## config.mk

```make
export PLATFORM = sky130hd
export DESIGN_NAME = fgal_front
export DESIGN_NICKNAME = d
export VERILOG_FILES = /design/src/hdl/font_glyph_address_lookup_top_macros.svh /design/src/hdl/fgal_pkg.sv /design/src/hdl/fgal_front.sv
export SDC_FILE = /design/constraint.sdc
export NUM_CORES = 1
export LEC_CHECK = 0
export CORE_AREA = 8 8 65 67
export DETAILED_ROUTE_END_ITERATION = 12
export DIE_AREA = 0 0 73 75
export DONT_BUFFER_PORTS = 1
export GPL_TIMING_DRIVEN = 0
export PLACE_DENSITY = 0.36
export SLEW_MARGIN = 20
export SYNTH_ARGS = -nofsm -noshare
export SYNTH_HDL_FRONTEND = slang
export SYNTH_SLANG_ARGS = --single-unit
export TNS_END_PERCENT = 5
```

## constraint.sdc

```tcl
create_clock -name vclk -period 1.3
set_input_delay 0.065 -clock vclk [all_inputs]
set_output_delay 0.065 -clock vclk [all_outputs]
set_load 0.01 [all_outputs]
```

## src/hdl/font_glyph_address_lookup_top_macros.svh

```systemverilog
// assertion helpers for the glyph address lookup block
`ifndef FONT_GLYPH_ADDRESS_LOOKUP_TOP_MACROS_SVH
`define FONT_GLYPH_ADDRESS_LOOKUP_TOP_MACROS_SVH

// same-cycle implication, quiet during reset
`define FGAL_ASSERT_IMP(label, ante, cons, msg) \
    label: assert property (@(posedge aclk) disable iff (!aresetn) (ante) |-> (cons)) \
        else $error(msg);

// next-cycle implication, quiet during reset
`define FGAL_ASSERT_NXT(label, ante, cons, msg) \
    label: assert property (@(posedge aclk) disable iff (!aresetn) (ante) |=> (cons)) \
        else $error(msg);

`endif

```

## src/hdl/fgal_pkg.sv

```systemverilog
package fgal_pkg;

    localparam int DEF_MAX_BLOCKS = 256;
    // power of two, pointers wrap on their own
    localparam int QUEUE_DEPTH = 2;

    localparam int CODE_W   = 16;
    localparam int LEN_W    = 16;
    localparam int BIDX_W   = 8;
    localparam int ADDR_W   = 32;
    localparam int SIZE_W   = 8;
    localparam int COUNT_W  = 9;
    localparam int STATUS_W = 2;
    localparam int KIND_W   = 3;
    localparam int REGIDX_W = 2;
    localparam int PROD_W   = CODE_W + SIZE_W;

    localparam logic [CODE_W-1:0] CODE_LIMIT = 16'h0100;

    // result status codes
    localparam logic [STATUS_W-1:0] ST_FOUND  = 2'd0;
    localparam logic [STATUS_W-1:0] ST_SMALL  = 2'd1;
    localparam logic [STATUS_W-1:0] ST_ABSENT = 2'd2;
    localparam logic [STATUS_W-1:0] ST_LOADED = 2'd3;

    // request kinds
    localparam logic REQ_LOOKUP = 1'b0;
    localparam logic REQ_LOAD   = 1'b1;

    // code types
    localparam logic CODE_SINGLE = 1'b0;

    // classified operation kinds
    localparam logic [KIND_W-1:0] KIND_LOAD   = 3'd0;
    localparam logic [KIND_W-1:0] KIND_SMALL  = 3'd1;
    localparam logic [KIND_W-1:0] KIND_ABSENT = 3'd2;
    localparam logic [KIND_W-1:0] KIND_DIRECT = 3'd3;
    localparam logic [KIND_W-1:0] KIND_WALK   = 3'd4;

    // register indexes
    localparam logic [REGIDX_W-1:0] REG_CODE_TYPE    = 2'd0;
    localparam logic [REGIDX_W-1:0] REG_PATTERN_BASE = 2'd1;
    localparam logic [REGIDX_W-1:0] REG_PATTERN_SIZE = 2'd2;
    localparam logic [REGIDX_W-1:0] REG_BLOCK_COUNT  = 2'd3;

    typedef struct packed {
        logic               code_type;
        logic [ADDR_W-1:0]  pattern_base;
        logic [SIZE_W-1:0]  pattern_size;
        logic [COUNT_W-1:0] block_count;
    } cfg_t;

    typedef struct packed {
        logic [KIND_W-1:0] kind;
        logic              load_ok;
        logic [BIDX_W-1:0] block_index;
        logic [CODE_W-1:0] char_code;
        logic [CODE_W-1:0] block_first;
        logic [CODE_W-1:0] block_last;
    } op_t;

endpackage

```

## src/hdl/fgal_front.sv

```systemverilog
module fgal_front #(
    parameter int MAX_BLOCKS = fgal_pkg::DEF_MAX_BLOCKS
) (
    input  logic          s_axis_tvalid,
    output logic          s_axis_tready,
    // char_code, buffer_len, block_index, block_first, block_last
    input  logic [71:0]   s_axis_tdata,
    // req_type
    input  logic          s_axis_tuser,
    input  fgal_pkg::cfg_t cfg_i,
    input  logic          q_full,
    output logic          q_push,
    output fgal_pkg::op_t push_op
);

    logic [fgal_pkg::CODE_W-1:0] char_code;
    logic [fgal_pkg::LEN_W-1:0]  buffer_len;
    logic [fgal_pkg::BIDX_W-1:0] block_index;

    assign char_code   = s_axis_tdata[15:0];
    assign buffer_len  = s_axis_tdata[31:16];
    assign block_index = s_axis_tdata[39:32];

    assign s_axis_tready = !q_full;
    assign q_push        = s_axis_tvalid && !q_full;

    always_comb begin
        push_op             = '0;
        push_op.char_code   = char_code;
        push_op.block_index = block_index;
        push_op.block_first = s_axis_tdata[55:40];
        push_op.block_last  = s_axis_tdata[71:56];
        // loads past the table end still answer, but write nothing
        push_op.load_ok     = ({1'b0, block_index} < 9'(MAX_BLOCKS));
        if (s_axis_tuser == fgal_pkg::REQ_LOAD) begin
            push_op.kind = fgal_pkg::KIND_LOAD;
        end else if ({8'b0, cfg_i.pattern_size} > buffer_len) begin
            push_op.kind = fgal_pkg::KIND_SMALL;
        end else if (cfg_i.code_type == fgal_pkg::CODE_SINGLE) begin
            if (char_code >= fgal_pkg::CODE_LIMIT) begin
                push_op.kind = fgal_pkg::KIND_ABSENT;
            end else begin
                push_op.kind = fgal_pkg::KIND_DIRECT;
            end
        end else if (cfg_i.block_count == '0) begin
            push_op.kind = fgal_pkg::KIND_ABSENT;
        end else begin
            push_op.kind = fgal_pkg::KIND_WALK;
        end
    end

endmodule

```

==> summary.txt <==
Status
  – Status: finished clean

Layout
  – Fillers: 336
  – Syn-to-layout area delta: 23.3%
  – Final nets: 241
  – ANT cells: 0
  – Seq cells: 0
  – Sequential Area: 0 µm²
  – Area of the multi-input gates: 380 µm²
  – Layout cell share with drive strength beyond 1: 0.689
  – Layout clock buffer count: 0

Setup path
  – Crit path kind: in -> out
  – Worst setup SP type: input port
  – Worst endpoint required time: 1.24 ns
  – Crit end category: primary output
  – Critical path data arrival time: 1.19 ns
  – CP max FO: 2

Route
  – DRC viols: 0
  – Iter 0 DRT Violations: 9
  – Post-DRT Antenna Nets: 0
  – WL final: 2870 µm
  – Via/cell ratio: 4.30
  – Vias: 653
  – WL/cell: 18.9 µm
  – DR pass1 iterations: 2

Floorplan
  – Top Ports: 187
  – Die Height: 75 µm
  – Chip Width: 73 µm
  – Core box area: 3230 µm²
  – Die area: 5480 µm²
  – Initial core utilization: 0.233
  – Num rows: 21

Synth
  – Seq/Total Area, Yosys: 0
  – Post-synth top area share: 0.569
  – Synth top area cells: buf_4 57%, ha_1 13%, inv_1 5.5%, nor4_1 3.3%, a21oi_1 2.7%
  – Yosys Warn Count: 0
  – Post-Syn Nets: 238
  – Post-synth top area cell: buf_4
  – Synthesized area per cell: 7.16 µm²
  – Distinct cells, synth: 18
  – Post-Synthesis Cells: 105
  – Area of the mapped netlist: 752 µm²

STA
  – Max-slew violation count: 0
  – Final Setup Violations: 0
  – Fin Setup TNS: 0 ns
  – Final WS setup: 0.0481 ns
  – Crit path time final: 1.25 ns
  – Unrepaired setup endpoints after global routing: true
  – Period utilisation layout: 0.963
  – Final Hold Viols: 0
  – Fmax: 799 MHz

Global route
  – Total GRT Usage: 0.0760
  – First-pass GRT wire length: 3490 µm
  – Antenna violations before repair: 0
  – Largest net degree at the start of global routing: 4
  – Vias in the first global route: 741
  – Grt total ovfl: 0

Placed design
  – GPL Wtd Cong: 0.634
  – Pre-CTS setup slack: -0.0440 ns
  – Port buffer count: 0
  – Dpl hpwl: 2780 µm

Power and ir drop
  – Leak: 0.444 nW
  – Max VDD drop: 0.000118 V
  – Power per Cell Area: 331 nW/µm²

Job
  – Max Cap Viol: 0

Worst hold path
  – Worst hold path type: in -> out
cell type report:
type / count / area share
Buffer: 57 / 0.462
Inverter: 11 / 0.0580
Tap cell: 46 / 0.0621
Timing Repair Buffer: 1 / 0.00810
Multi-Input combinational cell: 37 / 0.410
layer usage:
layer | global-route usage | wire length (µm)
met5 | 0 | 0
met4 | 0 | 0
met1 | 0.0642 | 872
met3 | 0.0626 | 537
met2 | 0.143 | 1460
synthesized netlist by cell type, drive strengths merged:
cell type / count
o211ai: 3
nor2: 2
nand2b: 1
nand4: 3
a21oi: 4
a211o: 1
a211oi: 1
o21a: 1
inv: 11
buf: 57
conb: 1
nor3: 2
nor4: 4
nor2b: 2
a31oi: 2
ha: 8
nand3: 2
power by group:
group / internal (mW) / leakage [nW] / switching [mW]
clock network: 0 / 0 / 0
logic: 0.168 / 0.444 / 0.139
registers: 0 / 0 / 0
worst paths after layout:
kind / startpoint / endpoint / slack, ns / cells after the start
worst max-delay path: s_axis_tdata[17] / push_op[58] / 0.05 / 6
worst min-delay path: s_axis_tuser / push_op[58] / 0.17 / 1
per-stage QoR:
stage	total power [mW]	util	hold slack, ns	std cells	cell area (µm²)
floorplan	0.250	-	0.164	105	752
CTS	0.287	0.254	0.171	151	822
detailed placement	0.284	0.250	0.171	151	810
global placement	0.283	0.250	0.173	151	810
global route	0.336	0.287	0.174	152	927
finish	0.307	0.287	0.170	152	927
worst max-delay path, stage by stage:
cell and delay, ns:
inv_1 0.07, ha_4 0.20, nor2b_1 0.12, o211ai_1 0.22, nand4_1 0.19, a211oi_2 0.32
what timing repair did:
action,in CTS,in global routing
pin swaps,4,12
setup endpoints to repair,2,2
hold buffers,0,0
gates resized for setup,2,16
gates cloned,0,0
setup buffers,0,1
logic make-up after synthesis:
family	after synthesis	share of synthesized area
adders and majority gates	8	0.133
other	1	0.00499
AOI/OAI and AO/OA	12	0.118
buffers and inverters	68	0.624
and+or+nand+nor	16	0.120
placed cells by master (no fill, tap or decap), types with 2 or more instances in the layout:
| master | n |
|---|---|
| a21oi_1 | 3 |
| buf_4 | 58 |
| ha_4 | 7 |
| inv_1 | 7 |
| inv_4 | 2 |
| nand3_1 | 2 |
| nand4_1 | 3 |
| nor2_1 | 2 |
| nor2b_1 | 2 |
| nor3_1 | 2 |
| nor4_1 | 4 |
| o211ai_1 | 2 |
Power figures use the tool's default switching activity.
