### src/hdl/font_glyph_address_lookup_top_macros.svh
// assertion helpers for the glyph address lookup block
`ifndef FONT_GLYPH_ADDRESS_LOOKUP_TOP_MACROS_SVH
`define FONT_GLYPH_ADDRESS_LOOKUP_TOP_MACROS_SVH

// same-cycle implication, quiet during reset
`define FGAL_ASSERT_IMP(label, ante, cons, msg) \
    label: assert property (@(posedge aclk) disable iff (!aresetn) (ante) |-> (cons)) \
        else $error(msg);

// next-cycle implication, quiet during reset
`define FGAL_ASSERT_NXT(label, ante, cons, msg) \
    label: assert property (@(posedge aclk) disable iff (!aresetn) (ante) |=> (cons)) \
        else $error(msg);

`endif

### src/hdl/fgal_pkg.sv
package fgal_pkg;

    localparam int DEF_MAX_BLOCKS = 256;
    // power of two, pointers wrap on their own
    localparam int QUEUE_DEPTH = 2;

    localparam int CODE_W   = 16;
    localparam int LEN_W    = 16;
    localparam int BIDX_W   = 8;
    localparam int ADDR_W   = 32;
    localparam int SIZE_W   = 8;
    localparam int COUNT_W  = 9;
    localparam int STATUS_W = 2;
    localparam int KIND_W   = 3;
    localparam int REGIDX_W = 2;
    localparam int PROD_W   = CODE_W + SIZE_W;

    localparam logic [CODE_W-1:0] CODE_LIMIT = 16'h0100;

    // result status codes
    localparam logic [STATUS_W-1:0] ST_FOUND  = 2'd0;
    localparam logic [STATUS_W-1:0] ST_SMALL  = 2'd1;
    localparam logic [STATUS_W-1:0] ST_ABSENT = 2'd2;
    localparam logic [STATUS_W-1:0] ST_LOADED = 2'd3;

    // request kinds
    localparam logic REQ_LOOKUP = 1'b0;
    localparam logic REQ_LOAD   = 1'b1;

    // code types
    localparam logic CODE_SINGLE = 1'b0;

    // classified operation kinds
    localparam logic [KIND_W-1:0] KIND_LOAD   = 3'd0;
    localparam logic [KIND_W-1:0] KIND_SMALL  = 3'd1;
    localparam logic [KIND_W-1:0] KIND_ABSENT = 3'd2;
    localparam logic [KIND_W-1:0] KIND_DIRECT = 3'd3;
    localparam logic [KIND_W-1:0] KIND_WALK   = 3'd4;

    // register indexes
    localparam logic [REGIDX_W-1:0] REG_CODE_TYPE    = 2'd0;
    localparam logic [REGIDX_W-1:0] REG_PATTERN_BASE = 2'd1;
    localparam logic [REGIDX_W-1:0] REG_PATTERN_SIZE = 2'd2;
    localparam logic [REGIDX_W-1:0] REG_BLOCK_COUNT  = 2'd3;

    typedef struct packed {
        logic               code_type;
        logic [ADDR_W-1:0]  pattern_base;
        logic [SIZE_W-1:0]  pattern_size;
        logic [COUNT_W-1:0] block_count;
    } cfg_t;

    typedef struct packed {
        logic [KIND_W-1:0] kind;
        logic              load_ok;
        logic [BIDX_W-1:0] block_index;
        logic [CODE_W-1:0] char_code;
        logic [CODE_W-1:0] block_first;
        logic [CODE_W-1:0] block_last;
    } op_t;

endpackage

### src/hdl/fgal_queue.sv
module fgal_queue (
    input  logic          aclk,
    input  logic          aresetn,
    input  logic          q_push,
    input  fgal_pkg::op_t push_op,
    input  logic          q_pop,
    output fgal_pkg::op_t head_op,
    output logic          q_empty,
    output logic          q_full
);

    localparam int PTR_W = (fgal_pkg::QUEUE_DEPTH > 1) ? $clog2(fgal_pkg::QUEUE_DEPTH) : 1;
    localparam int CNT_W = $clog2(fgal_pkg::QUEUE_DEPTH + 1);

    fgal_pkg::op_t    ent_reg [fgal_pkg::QUEUE_DEPTH];
    logic [PTR_W-1:0] wr_ptr_reg, wr_ptr_next;
    logic [PTR_W-1:0] rd_ptr_reg, rd_ptr_next;
    logic [CNT_W-1:0] cnt_reg, cnt_next;

    assign q_empty = (cnt_reg == '0);
    assign q_full  = (cnt_reg == CNT_W'(fgal_pkg::QUEUE_DEPTH));
    assign head_op = ent_reg[rd_ptr_reg];

    always_comb begin
        wr_ptr_next = wr_ptr_reg;
        rd_ptr_next = rd_ptr_reg;
        cnt_next    = cnt_reg;
        if (q_push) begin
            wr_ptr_next = PTR_W'(wr_ptr_reg + 1'b1);
        end
        if (q_pop) begin
            rd_ptr_next = PTR_W'(rd_ptr_reg + 1'b1);
        end
        case ({q_push, q_pop})
            2'b10:   cnt_next = CNT_W'(cnt_reg + 1'b1);
            2'b01:   cnt_next = CNT_W'(cnt_reg - 1'b1);
            default: cnt_next = cnt_reg;
        endcase
    end

    always_ff @(posedge aclk) begin
        if (!aresetn) begin
            wr_ptr_reg <= '0;
            rd_ptr_reg <= '0;
            cnt_reg    <= '0;
        end else begin
            wr_ptr_reg <= wr_ptr_next;
            rd_ptr_reg <= rd_ptr_next;
            cnt_reg    <= cnt_next;
        end
    end

    always_ff @(posedge aclk) begin
        if (q_push) begin
            ent_reg[wr_ptr_reg] <= push_op;
        end
    end

endmodule

### config.mk
export PLATFORM = sky130hd
export DESIGN_NAME = fgal_queue
export DESIGN_NICKNAME = d
export VERILOG_FILES = /design/src/hdl/font_glyph_address_lookup_top_macros.svh /design/src/hdl/fgal_pkg.sv /design/src/hdl/fgal_queue.sv
export SDC_FILE = /design/constraint.sdc
export NUM_CORES = 1
export LEC_CHECK = 0
export BUFFER_PORTS_ARGS = -buffer_cell sky130_fd_sc_hd__buf_4
export CORE_ASPECT_RATIO = 0.9
export CORE_MARGIN = 2
export CORE_UTILIZATION = 40
export CTS_BUF_LIST = sky130_fd_sc_hd__clkbuf_2
export DETAILED_ROUTE_END_ITERATION = 10
export PLACE_DENSITY_LB_ADDON = 0.1
export SYNTH_ARGS = -nofsm -noshare
export SYNTH_HDL_FRONTEND = slang
export SYNTH_SLANG_ARGS = --single-unit
export TNS_END_PERCENT = 1
### constraint.sdc
create_clock -name aclk -period 4.1 [get_ports aclk]
set_input_delay 1.23 -clock aclk [delete_from_list [all_inputs] [get_ports aclk]]
set_output_delay 1.23 -clock aclk [all_outputs]
set_load 0.005 [all_outputs]
==> results_dict.tcl <==
set metrics [dict create \
    r2r_start "wr_ptr_reg" \
    dieArea_um2 12200 \
    crit_path_end_kind "output pin" \
    powerDensity_nw_per_um2 438 \
    gp_congestion 0.657 \
    root_buffer "clkbuf_2" \
    vdd_drop_max_mv 0.174 \
    viasPerCell 4.59 \
    cts_tree "yes" \
    rr_worst_depth 2 \
    synth_ff_type "edfxtp_1" \
    diodes 0 \
    drt_iter0_drc 92 \
    drv_slew 0 \
    layout_min_cycle_time_ns 3.53 \
    path_class "register to output pin" \
    status "complete, no violations" \
    setup_viol 0 \
    dr_total_vias 2368 \
    max_freq_mhz 283 \
    avgSynthCellArea_um2 21.7 \
    cts.sinks 125 \
    hold_class "register to register" \
    holdPathEnd "cnt_reg[1]" \
    final_antenna_net_count 0 \
    netlist_instances 209 \
    cap_violations 0 \
    critPathRequiredTime_ns 2.87 \
    wirelength_mm 8.08 \
    post_layout_nonfiller_instances 516 \
    core-area_um2 10900 \
    startpoint_type "register" \
    h-tree-depth 4 \
    grt_use_total 0.139 \
    post_cts_resize_count 0 \
    ys_warn_count 0 \
    yosysUniqueCellTypes 17 \
    tightest_slew_ns 0.739 \
    ios 126 \
    synth_nets 274 \
    drc 0 \
    min_from "cnt_reg[1]" \
    grt-ovfl-total 0 \
    clk_pin_slew_worst_paths_ns 0.15 \
    placed_cell_area_um2 5700 \
    synth.top_cells.by_count "edfxtp_1, mux2_2, buf_2" \
    design_area_um2 5950 \
    worstPathMaxFanout 27 \
    grt_max_degree 41 \
    die_h_um 105 \
    drtPass1Iterations 4 \
    yosys.cell_count.top_type "edfxtp_1" \
    min_path_cells 2 \
    antenna_found_initial 0 \
    placementRows 36 \
    async_flop_share 0 \
    largest_register_ffs 120 \
    synth_seq_cells 125 \
    netlist_area_um2 4530 \
    postCtsSetupBuffers 0 \
    post-dp-hpwl_mm 5.35 \
    synth_top_area_cell "edfxtp_1" \
    cts_buffers 17 \
    critPathArrivalTime_ns 2.30 \
    cts_max_path_buffers 2 \
    fin_skew_ns 0.0132 \
    wl_per_cell_um 15.7 \
    timing.rr.end "ent_reg[1][13]" \
    synth_edf_count 120 \
    rsz0062_at_grt "false" \
    r2r_slack_ns 2.38 \
    hold_viol 0 \
    fp.dieW_um 116 \
    power.total_w 0.00261 \
    grt_first_pass_wirelength_mm 12.2 \
    final_util 0.544 \
    areaGrowthSynthToFinish_pct 31.4 \
    io_buffer_count 125 \
    grt_pass1_vias 2463 \
    worstSkewPairLatency_ns 0.62 \
    dp.cells 484 \
    min_period_over_period 0.860 \
    synth_seq_area_share 0.818 \
    power_leakage_nw 2.24 \
    final_nets 416 \
    tns_ns 0 \
    hold_buffers 0 \
    synthTopCellsByArea "edfxtp_1, mux2_2, dfxtp_1, buf_2, and2_1" \
    synth_top_area_frac 0.796 \
    start_util 0.414 \
    relSlewSlack 0.506 \
    final_layout_size_suffix_gt1_frac 0.610 \
]
-- layout by cell type, fill, tap and decap left out, types with 2 or more instances in the layout --
cell type / n
dfxtp_1: 4
clkbuf_2: 22
mux2_2: 60
buf_4: 128
edfxtp_1: 120
and2_1: 3
buf_12: 2
clkinv_2: 2
xnor2_1: 2
bufinv_16: 4
clkinv_1: 4
-- through the flow --
step	worst slack, ns	hold WS, ns
floorplan	0.834	0.466
global placement	1.23	0.498
detailed placement	1.19	0.516
CTS	0.412	0.537
global route	0.324	0.571
finish	0.572	0.531
-- kinds of logic (layout without fill, tap and decap cells) --
family,after synthesis,count (layout),share of synthesized area
mux,60,60,0.149
xor+xnor,3,3,0.00580
flops,125,125,0.818
simple gates,9,9,0.0119
compound gates,3,3,0.00442
fa+ha+maj,1,1,0.00276
buf+inv,8,163,0.00829
-- where the power goes --
group / switching, W / total [W] / internal (W)
clock: 0.000396 / 0.000800 / 0.000404
combinational: 0.000117 / 0.000306 / 0.000189
sequential: 0.0000273 / 0.00150 / 0.00147
total: 0.000540 / 0.00261 / 0.00207
-- worst max path at each step --
stage	startpoint	to	slack (ns)	cells after the start
3_5_place_dp	register	head_op[18]	1.19	3
5_1_grt	register	head_op[6]	0.32	3
2_1_floorplan	q_push	ent_reg[0][0]	0.83	2
6_report	register	head_op[11]	0.57	3
4_1_cts	register	head_op[6]	0.41	3
3_3_place_gp	register	head_op[6]	1.23	3
-- cell type report --
| type | instances | area [um^2] |
|---|---|---|
| fill | 900 | 4990 |
| sequential | 125 | 3700 |
| timing repair buffer | 130 | 1000 |
| multi-input combinational | 76 | 797 |
| tap | 152 | 190 |
| clock inverter | 10 | 145 |
| clock buffer | 22 | 110 |
| inverter | 1 | 3.75 |
-- layer usage --
metal / vias to the layer above / GRT usage / wire, um
met5: - / 0 / 0
met4: 0 / 0.0587 / 49
met3: 4 / 0.0632 / 559
met2: 83 / 0.223 / 4110
met1: 1165 / 0.160 / 3360
li1: 1116 / - / -
-- critical path, cell delays in order (launching register included) --
cell and delay (ns):
dfxtp_2 0.84, buf_4 0.34, mux2_2 0.36, buf_4 0.14
Power figures use the tool's default switching activity.
